[config.mk]
export PLATFORM = sky130hd
export DESIGN_NAME = differential_drive_mixer_core
export DESIGN_NICKNAME = d
export VERILOG_FILES = /design/src/rtl/ddm_pkg.sv /design/src/rtl/ddm_front.sv /design/src/rtl/ddm_scale.sv /design/src/rtl/ddm_div_stage.sv /design/src/rtl/ddm_blend.sv /design/src/rtl/differential_drive_mixer_core.sv
export SDC_FILE = /design/constraint.sdc
export NUM_CORES = 2
export LEC_CHECK = 0
export BUFFER_PORTS_ARGS = -buffer_cell sky130_fd_sc_hd__buf_2
export CORE_MARGIN = 3
export CORE_UTILIZATION = 55
export DETAILED_ROUTE_END_ITERATION = 12
export GPL_TIMING_DRIVEN = 1
export PLACE_DENSITY_LB_ADDON = 0.2
export SYNTH_ARGS = -nofsm -noshare
export SYNTH_HDL_FRONTEND = slang
export SYNTH_HIERARCHICAL = 1
export SYNTH_SLANG_ARGS = --single-unit
[constraint.sdc]
create_clock -name clk -period 20.8 [get_ports clk]
set_clock_uncertainty 0.05 [all_clocks]
set_input_delay 1.04 -clock clk [delete_from_list [all_inputs] [get_ports clk]]
set_output_delay 1.04 -clock clk [all_outputs]
set_load 0.01 [all_outputs]
[src/rtl/ddm_pkg.sv]
// ----------------------------------------------------------------------------
// ddm_pkg: shared types and constants of the differential drive mixer
// Fixed-point constants for the premix scaling, the pivot weight divider and
// the final blend, plus the structs passed between pipeline stages.
// ----------------------------------------------------------------------------
package ddm_pkg;

    // Full-scale joystick and drive magnitude.
    localparam int FULL_SCALE = 127;

    // One in Q16.
    localparam logic [16:0] ONE_Q16 = 17'd65536;

    // Reset value of the pivot throttle limit.
    localparam logic [6:0] LIMIT_RESET = 7'd32;

    // 65536 = 127 * 516 + 4, so m * 65536 / 127 = m * 516 + (4 * m) / 127.
    localparam logic [9:0] SCALE_MUL = 10'd516;

    // Reciprocal of 127 in Q24, rounded up; exact for numerators below 2^17.
    localparam logic [17:0] RECIP_127 = 18'd132105;
    localparam int RECIP_SHIFT = 24;

    // Pivot weight divider: 16 quotient bits over four stages.
    localparam int DIV_STAGES = 4;
    localparam int DIV_STEPS = 4;

    // Bias that makes the arithmetic shift by 32 truncate toward zero.
    localparam logic signed [44:0] TRUNC_BIAS = 45'sd4294967295;

    // Magnitude and sign of one side's premix times throttle.
    typedef struct packed {
        logic        neg;
        logic [14:0] mag;
    } ddm_side_t;

    // Running state of the pivot weight division.
    typedef struct packed {
        logic        act;
        logic [6:0]  lim;
        logic [6:0]  rem;
        logic [15:0] quo;
    } ddm_div_t;

endpackage

[src/rtl/ddm_front.sv]
// ----------------------------------------------------------------------------
// ddm_front: premix selection and throttle product
// Picks each side's premix from the signs of X and Y, multiplies it by Y and
// seeds the pivot weight division with |Y| and the limit.
// ----------------------------------------------------------------------------
module ddm_front
    import ddm_pkg::*;
(
    input  logic              clk,
    input  logic signed [7:0] x,
    input  logic signed [7:0] y,
    input  logic [6:0]        lim,
    output logic signed [7:0] x_q,
    output ddm_side_t         left_q,
    output ddm_side_t         right_q,
    output ddm_div_t          div_q
);

    logic [7:0]         ay;
    logic signed [9:0]  x10;
    logic signed [9:0]  y10;
    logic signed [9:0]  pl;
    logic signed [9:0]  pr;
    logic signed [19:0] prod_l;
    logic signed [19:0] prod_r;
    logic [19:0]        abs_l;
    logic [19:0]        abs_r;
    ddm_side_t          left_next;
    ddm_side_t          right_next;
    ddm_div_t           div_next;

    // Premix per side, chosen by the signs of X and Y.
    always_comb
    begin
        x10 = {{2{x[7]}}, x};
        y10 = {{2{y[7]}}, y};
        ay  = y[7] ? 8'(~y + 8'd1) : y;
        if (!y[7])
        begin
            pl = x[7] ? 10'(10'sd127 + x10) : 10'sd127;
            pr = x[7] ? 10'sd127 : 10'(10'sd127 - x10);
        end
        else
        begin
            pl = x[7] ? 10'sd127 : 10'(10'sd127 - x10);
            pr = x[7] ? 10'(10'sd127 + x10) : 10'sd127;
        end
    end

    // Premix times throttle, split into sign and magnitude.
    always_comb
    begin
        prod_l = 20'(pl) * 20'(y10);
        prod_r = 20'(pr) * 20'(y10);
        abs_l  = prod_l[19] ? 20'(-prod_l) : prod_l;
        abs_r  = prod_r[19] ? 20'(-prod_r) : prod_r;
        left_next.neg  = prod_l[19];
        left_next.mag  = abs_l[14:0];
        right_next.neg = prod_r[19];
        right_next.mag = abs_r[14:0];
    end

    // Division seed: the weight is only nonzero while |Y| is below the limit.
    always_comb
    begin
        div_next.act = ({1'b0, lim} > ay);
        div_next.lim = lim;
        div_next.rem = div_next.act ? ay[6:0] : 7'd0;
        div_next.quo = 16'd0;
    end

    always_ff @(posedge clk)
    begin
        x_q     <= x;
        left_q  <= left_next;
        right_q <= right_next;
        div_q   <= div_next;
    end

endmodule

[src/rtl/ddm_scale.sv]
// ----------------------------------------------------------------------------
// ddm_scale: scaled drive in Q16
// Computes the product times 65536 / 127, truncated toward zero, in two
// register stages: reciprocal multiply for the small remainder term, then the
// integer multiply, add and sign.
// ----------------------------------------------------------------------------
module ddm_scale
    import ddm_pkg::*;
(
    input  logic               clk,
    input  ddm_side_t          side,
    output logic signed [25:0] drive
);

    logic [34:0]        recip_prod;
    logic [10:0]        frac_next;
    logic [10:0]        frac_reg;
    ddm_side_t          side_reg;
    logic [24:0]        mag_full;
    logic signed [25:0] drive_next;
    logic signed [25:0] drive_reg;

    // First stage: floor(4 * m / 127) through the Q24 reciprocal.
    always_comb
    begin
        recip_prod = 35'({side.mag, 2'b00}) * 35'(RECIP_127);
        frac_next  = recip_prod[RECIP_SHIFT +: 11];
    end

    // Second stage: m * 516 plus the remainder term, then the sign.
    always_comb
    begin
        mag_full   = 25'(side_reg.mag) * 25'(SCALE_MUL) + 25'(frac_reg);
        drive_next = side_reg.neg ? -$signed({1'b0, mag_full})
                                  : $signed({1'b0, mag_full});
    end

    always_ff @(posedge clk)
    begin
        side_reg  <= side;
        frac_reg  <= frac_next;
        drive_reg <= drive_next;
    end

    assign drive = drive_reg;

endmodule

[src/rtl/ddm_div_stage.sv]
// ----------------------------------------------------------------------------
// ddm_div_stage: one stage of the pivot weight divider
// Restoring division of |Y| * 65536 by the limit with DIV_STEPS quotient
// bits per stage. The remainder stays below the limit when the limit is nonzero.
// ----------------------------------------------------------------------------
module ddm_div_stage
    import ddm_pkg::*;
(
    input  logic     clk,
    input  ddm_div_t d_in,
    output ddm_div_t d_out
);

    logic [7:0] r2;
    ddm_div_t   d_next;
    ddm_div_t   d_reg;

    // Shift-and-subtract steps for this stage.
    always_comb
    begin
        d_next = d_in;
        r2     = 8'd0;
        for (int i = 0; i < DIV_STEPS; i++)
        begin
            r2 = {d_next.rem, 1'b0};
            if (r2 >= {1'b0, d_next.lim})
            begin
                d_next.rem = 7'(r2 - {1'b0, d_next.lim});
                d_next.quo = {d_next.quo[14:0], 1'b1};
            end
            else
            begin
                d_next.rem = r2[6:0];
                d_next.quo = {d_next.quo[14:0], 1'b0};
            end
        end
    end

    always_ff @(posedge clk)
    begin
        d_reg <= d_next;
    end

    assign d_out = d_reg;

endmodule

[src/rtl/ddm_blend.sv]
// ----------------------------------------------------------------------------
// ddm_blend: pivot blend, truncation and saturation
// Weights the scaled drives against the in-place pivot, then truncates the
// Q32 sums toward zero and saturates them to -127..127.
// ----------------------------------------------------------------------------
module ddm_blend
    import ddm_pkg::*;
(
    input  logic               clk,
    input  ddm_div_t           div,
    input  logic signed [7:0]  x,
    input  logic signed [25:0] drive_l,
    input  logic signed [25:0] drive_r,
    output logic [7:0]         left,
    output logic [7:0]         right
);

    logic [16:0]        g;
    logic [16:0]        w;
    logic signed [17:0] gs;
    logic signed [17:0] ws;
    logic signed [8:0]  x9;
    logic signed [8:0]  nx9;
    logic signed [43:0] drv_l_next;
    logic signed [43:0] drv_r_next;
    logic signed [26:0] piv_l_next;
    logic signed [26:0] piv_r_next;
    logic signed [43:0] drv_l_reg;
    logic signed [43:0] drv_r_reg;
    logic signed [26:0] piv_l_reg;
    logic signed [26:0] piv_r_reg;
    logic signed [44:0] acc_l;
    logic signed [44:0] acc_r;
    logic [7:0]         left_next;
    logic [7:0]         right_next;
    logic [7:0]         left_reg;
    logic [7:0]         right_reg;

    // Divide a Q32 sum by 2^32 toward zero and clamp to the drive range.
    function automatic logic [7:0] trunc_sat(input logic signed [44:0] acc);
        logic signed [44:0] adj;
        logic signed [12:0] q;
        adj = acc + (acc[44] ? TRUNC_BIAS : 45'sd0);
        q   = $signed(adj[44:32]);
        if (q > 13'sd127)
            return 8'h7f;
        else if (q < -13'sd127)
            return 8'h81;
        else
            return q[7:0];
    endfunction

    // First stage: weights and the four products.
    always_comb
    begin
        g          = div.act ? {1'b0, div.quo} : ONE_Q16;
        w          = 17'(ONE_Q16 - g);
        gs         = $signed({1'b0, g});
        ws         = $signed({1'b0, w});
        x9         = {x[7], x};
        nx9        = 9'(-x9);
        drv_l_next = 44'(gs) * 44'(drive_l);
        drv_r_next = 44'(gs) * 44'(drive_r);
        piv_l_next = 27'(ws) * 27'(x9);
        piv_r_next = 27'(ws) * 27'(nx9);
    end

    // Second stage: sum, truncate and saturate.
    always_comb
    begin
        acc_l      = 45'(drv_l_reg) + 45'($signed({piv_l_reg, 16'h0000}));
        acc_r      = 45'(drv_r_reg) + 45'($signed({piv_r_reg, 16'h0000}));
        left_next  = trunc_sat(acc_l);
        right_next = trunc_sat(acc_r);
    end

    always_ff @(posedge clk)
    begin
        drv_l_reg <= drv_l_next;
        drv_r_reg <= drv_r_next;
        piv_l_reg <= piv_l_next;
        piv_r_reg <= piv_r_next;
        left_reg  <= left_next;
        right_reg <= right_next;
    end

    assign left  = left_reg;
    assign right = right_reg;

endmodule

[src/rtl/differential_drive_mixer_core.sv]
// ----------------------------------------------------------------------------
// differential_drive_mixer_core: joystick to differential drive mixer
// Turns a joystick X (turn) and Y (throttle) word into left and right motor
// drive values, blending a throttle-scaled premix with an in-place pivot.
//
// Usage:
//   Input: a word (turn_x, throttle_y) is taken at a clock edge where start
//   is high and busy is low. busy never rises, so a word may be offered on
//   every cycle.
//   Output: each result word appears on left_drive/right_drive for one cycle
//   with done high. The receiver cannot hold results off and none are needed:
//   the pipeline never stalls.
//   Pipeline: each word passes through eight register stages (input,
//   premix, four divider stages, two blend stages). Throughput is one word
//   per cycle, since every stage takes a new word on each edge.
//   Configuration: cfg_write with cfg_data sets the pivot throttle limit;
//   write it only while no word is in flight.
//   Reset: rst_n clears all pending words and sets the limit to 32.
// ----------------------------------------------------------------------------
module differential_drive_mixer_core
    import ddm_pkg::*;
(
    input  logic              clk,
    input  logic              rst_n,
    input  logic              start,
    output logic              busy,
    input  logic signed [7:0] turn_x,
    input  logic signed [7:0] throttle_y,
    output logic              done,
    output logic signed [7:0] left_drive,
    output logic signed [7:0] right_drive,
    input  logic              cfg_write,
    input  logic [6:0]        cfg_data
);

    localparam int NUM_STAGES = DIV_STAGES + 4;

    logic [NUM_STAGES-1:0] vld_reg;
    logic [NUM_STAGES-1:0] vld_next;
    logic [6:0]            lim_reg;
    logic signed [7:0]     x_reg;
    logic signed [7:0]     y_reg;
    logic signed [7:0]     x_front;
    ddm_side_t             left_side;
    ddm_side_t             right_side;
    ddm_div_t              div_bus [0:DIV_STAGES];
    logic signed [7:0]     x_pipe_reg [0:DIV_STAGES-1];
    logic signed [25:0]    drive_l;
    logic signed [25:0]    drive_r;
    logic signed [25:0]    drive_l_dly_reg [0:DIV_STAGES-3];
    logic signed [25:0]    drive_r_dly_reg [0:DIV_STAGES-3];
    logic [7:0]            left_w;
    logic [7:0]            right_w;

    // The pipeline takes a word every cycle.
    assign busy = 1'b0;

    // Valid bits travel alongside the data stages.
    assign vld_next = {vld_reg[NUM_STAGES-2:0], start & ~busy};

    always_ff @(posedge clk or negedge rst_n)
    begin
        if (!rst_n)
        begin
            vld_reg <= '0;
            lim_reg <= LIMIT_RESET;
        end
        else
        begin
            vld_reg <= vld_next;
            if (cfg_write)
                lim_reg <= cfg_data;
        end
    end

    // Input register.
    always_ff @(posedge clk)
    begin
        if (start && !busy)
        begin
            x_reg <= turn_x;
            y_reg <= throttle_y;
        end
    end

    // Premix and throttle product.
    ddm_front u_front (
        .clk     (clk),
        .x       (x_reg),
        .y       (y_reg),
        .lim     (lim_reg),
        .x_q     (x_front),
        .left_q  (left_side),
        .right_q (right_side),
        .div_q   (div_bus[0])
    );

    // Scaled drives, two stages each.
    ddm_scale u_scale_l (
        .clk   (clk),
        .side  (left_side),
        .drive (drive_l)
    );

    ddm_scale u_scale_r (
        .clk   (clk),
        .side  (right_side),
        .drive (drive_r)
    );

    // Pivot weight divider stages.
    for (genvar s = 0; s < DIV_STAGES; s++)
    begin : g_div
        ddm_div_stage u_div (
            .clk   (clk),
            .d_in  (div_bus[s]),
            .d_out (div_bus[s+1])
        );
    end

    // Align X and the drives with the end of the divider.
    always_ff @(posedge clk)
    begin
        x_pipe_reg[0]      <= x_front;
        drive_l_dly_reg[0] <= drive_l;
        drive_r_dly_reg[0] <= drive_r;
        for (int i = 1; i < DIV_STAGES; i++)
            x_pipe_reg[i] <= x_pipe_reg[i-1];
        for (int i = 1; i < DIV_STAGES - 2; i++)
        begin
            drive_l_dly_reg[i] <= drive_l_dly_reg[i-1];
            drive_r_dly_reg[i] <= drive_r_dly_reg[i-1];
        end
    end

    // Blend with the pivot, truncate and saturate.
    ddm_blend u_blend (
        .clk     (clk),
        .div     (div_bus[DIV_STAGES]),
        .x       (x_pipe_reg[DIV_STAGES-1]),
        .drive_l (drive_l_dly_reg[DIV_STAGES-3]),
        .drive_r (drive_r_dly_reg[DIV_STAGES-3]),
        .left    (left_w),
        .right   (right_w)
    );

    assign done        = vld_reg[NUM_STAGES-1];
    assign left_drive  = $signed(left_w);
    assign right_drive = $signed(right_w);

endmodule

==> flow_metrics.tcl <==
set metrics [dict create \
    firstDrtPassIters 5 \
    layout_min_cycle_time_ps 9400 \
    insertion_delay_ps 690 \
    cp-end-kind "flop" \
    whs_ps 199 \
    cts.sinks 570 \
    dr_wl_met3_um 15100 \
    clk_path_buf_depth 3 \
    core_um2 142000 \
    top_layer "met5" \
    drc 0 \
    syn-instance-count 8706 \
    gr-total-overflow 0 \
    postCtsSetupRepairBufs 0 \
    cts_resized 0 \
    globalplace.congestion 0.937 \
    hold_viol 0 \
    worst-setup-path-type "flop to flop" \
    synth-warning-count 6 \
    status "finished, final reports clean" \
    worstPathArrival_ps 9960 \
    dr_wl_met2_um 95800 \
    cap_violations 0 \
    setup_viol 0 \
    tns_ps 0 \
    ant_nets 0 \
    worstPathRequired_ps 21360 \
    placed_area_um2 80600 \
    io_buffers 43 \
    dieWidth_um 385 \
    slew_violations 0 \
    finalCritPeriodShare_pct 45.2 \
    dpl.hpwl_um 157000 \
    via_per_inst 5.61 \
    start_util_pct 55.5 \
    antenna_found_initial 12 \
    crit_fanout 109 \
    num_rows 138 \
    drt-total-wl_um 202000 \
    grt_usage_pct 27.9 \
    stdcell_area_um2 83100 \
    drt-initial-drc-count 3871 \
    die_height_um 385 \
    grt_pass1_vias 61300 \
    synth.net_count 10800 \
    rsz0062_at_grt "false" \
    hold_class "input pin to async pin" \
    grt_max_degree 110 \
    preCtsSetupSlack_ps 11600 \
    cts_tree "done" \
    root_buffer "clkbuf_16" \
    cp-start-kind "flop" \
    num_vias 59200 \
    slew_headroom_pct 15.2 \
    drt-wirelength-per-cell_um 19.1 \
    boundaryPins 45 \
    worst_slew_pin_slew_ps 1270 \
    path_clk_slew_ps 60 \
    die_area_um2 148000 \
    netlist_area_um2 78800 \
    area_delta_synth_final_pct 5.43 \
    max_freq_mhz 106 \
    setup_slack_ps 11400 \
    ctsHoldBuffers 0 \
    cts_buffers 68 \
    drive_gt1_share_pct 4.73 \
    largest_reg_flops 86 \
    htreeDepth 3 \
    num-nets-final 10700 \
    avgSynthCellArea_um2 9.05 \
    met1_length_um 84800 \
    grt_pass1_wl_um 328000 \
]
==> per-stage QoR <==
step | util, % | cells
2_1_floorplan | - | 8706
3_3_place_gp | 56.8 | 10400
3_5_place_dp | 56.8 | 10400
4_1_cts | 58.5 | 10500
5_1_grt | 58.5 | 10500
6_report | 58.6 | 10500
==> area by class of cell <==
type | count | area (um^2)
multi-input combinational | 6143 | 59500
fill | 12500 | 58800
sequential | 570 | 11700
inverter | 1699 | 6390
tap | 1890 | 2360
clock buffer | 83 | 1830
timing repair buffer | 107 | 696
clock inverter | 41 | 608
antenna | 13 | 32.5
==> critical path, cell delays in order (launching register included) <==
cell      delay, ps
dfxtp_4         730
buf_4           770
and2_1          220
buf_4           500
nand2_1         170
fa_1            600
fa_1            440
fa_1            510
inv_1            50
fa_1            460
fa_1            580
inv_1            60
fa_1            540
inv_1            40
ha_1            340
nand3_1         100
a211oi_1        260
o21ai_0         210
a31oi_1         610
a21oi_1         170
a311oi_1        520
nor3_1          190
o31ai_1         520
a221oi_1        170
o21bai_1        180
xor2_1          150
==> metal layers <==
metal / up-vias / GRT usage, %
li1: 27600 / -
met1: 29300 / 36.9
met2: 1920 / 46.7
met3: 345 / 5.36
met4: 2 / 8.15
met5: - / 0
==> placed cells by master, fill, tap and decap left out, types with 68 or more instances in the layout <==
cell / count
inv_1: 1679
dfxtp_1: 537
nor2b_1: 111
ha_1: 871
fa_1: 1213
nor2_1: 355
and2_1: 158
a21o_1: 107
o21ai_0: 179
xor2_1: 141
clkbuf_16: 68
nand2b_1: 80
xnor2_1: 297
nor3_1: 85
nand3_1: 109
and3_1: 333
a21oi_1: 334
nand2_1: 947
==> final timing paths <==
kind                                          end                     start  cells past startpoint  slack (ps)
min in group clk           drive_r_dly_reg[0][35]     drive_r_dly_reg[0][9]                      0         260
min reg2reg                drive_r_dly_reg[0][35]     drive_r_dly_reg[0][9]                      0         260
max in group asynchronous              lim_reg[5]                     rst_n                      1       20190
max reg2reg                 u_blend/drv_r_reg[43]  g_div[3].u_div/d_out[30]                     25       11400
max                         u_blend/drv_r_reg[43]  g_div[3].u_div/d_out[30]                     25       11400
min                                    vld_reg[0]                     rst_n                      1         200
Power is left out: the tool's default activity adds up to more than one toggle a clock period on the data nets, which glitch-free logic cannot reach.
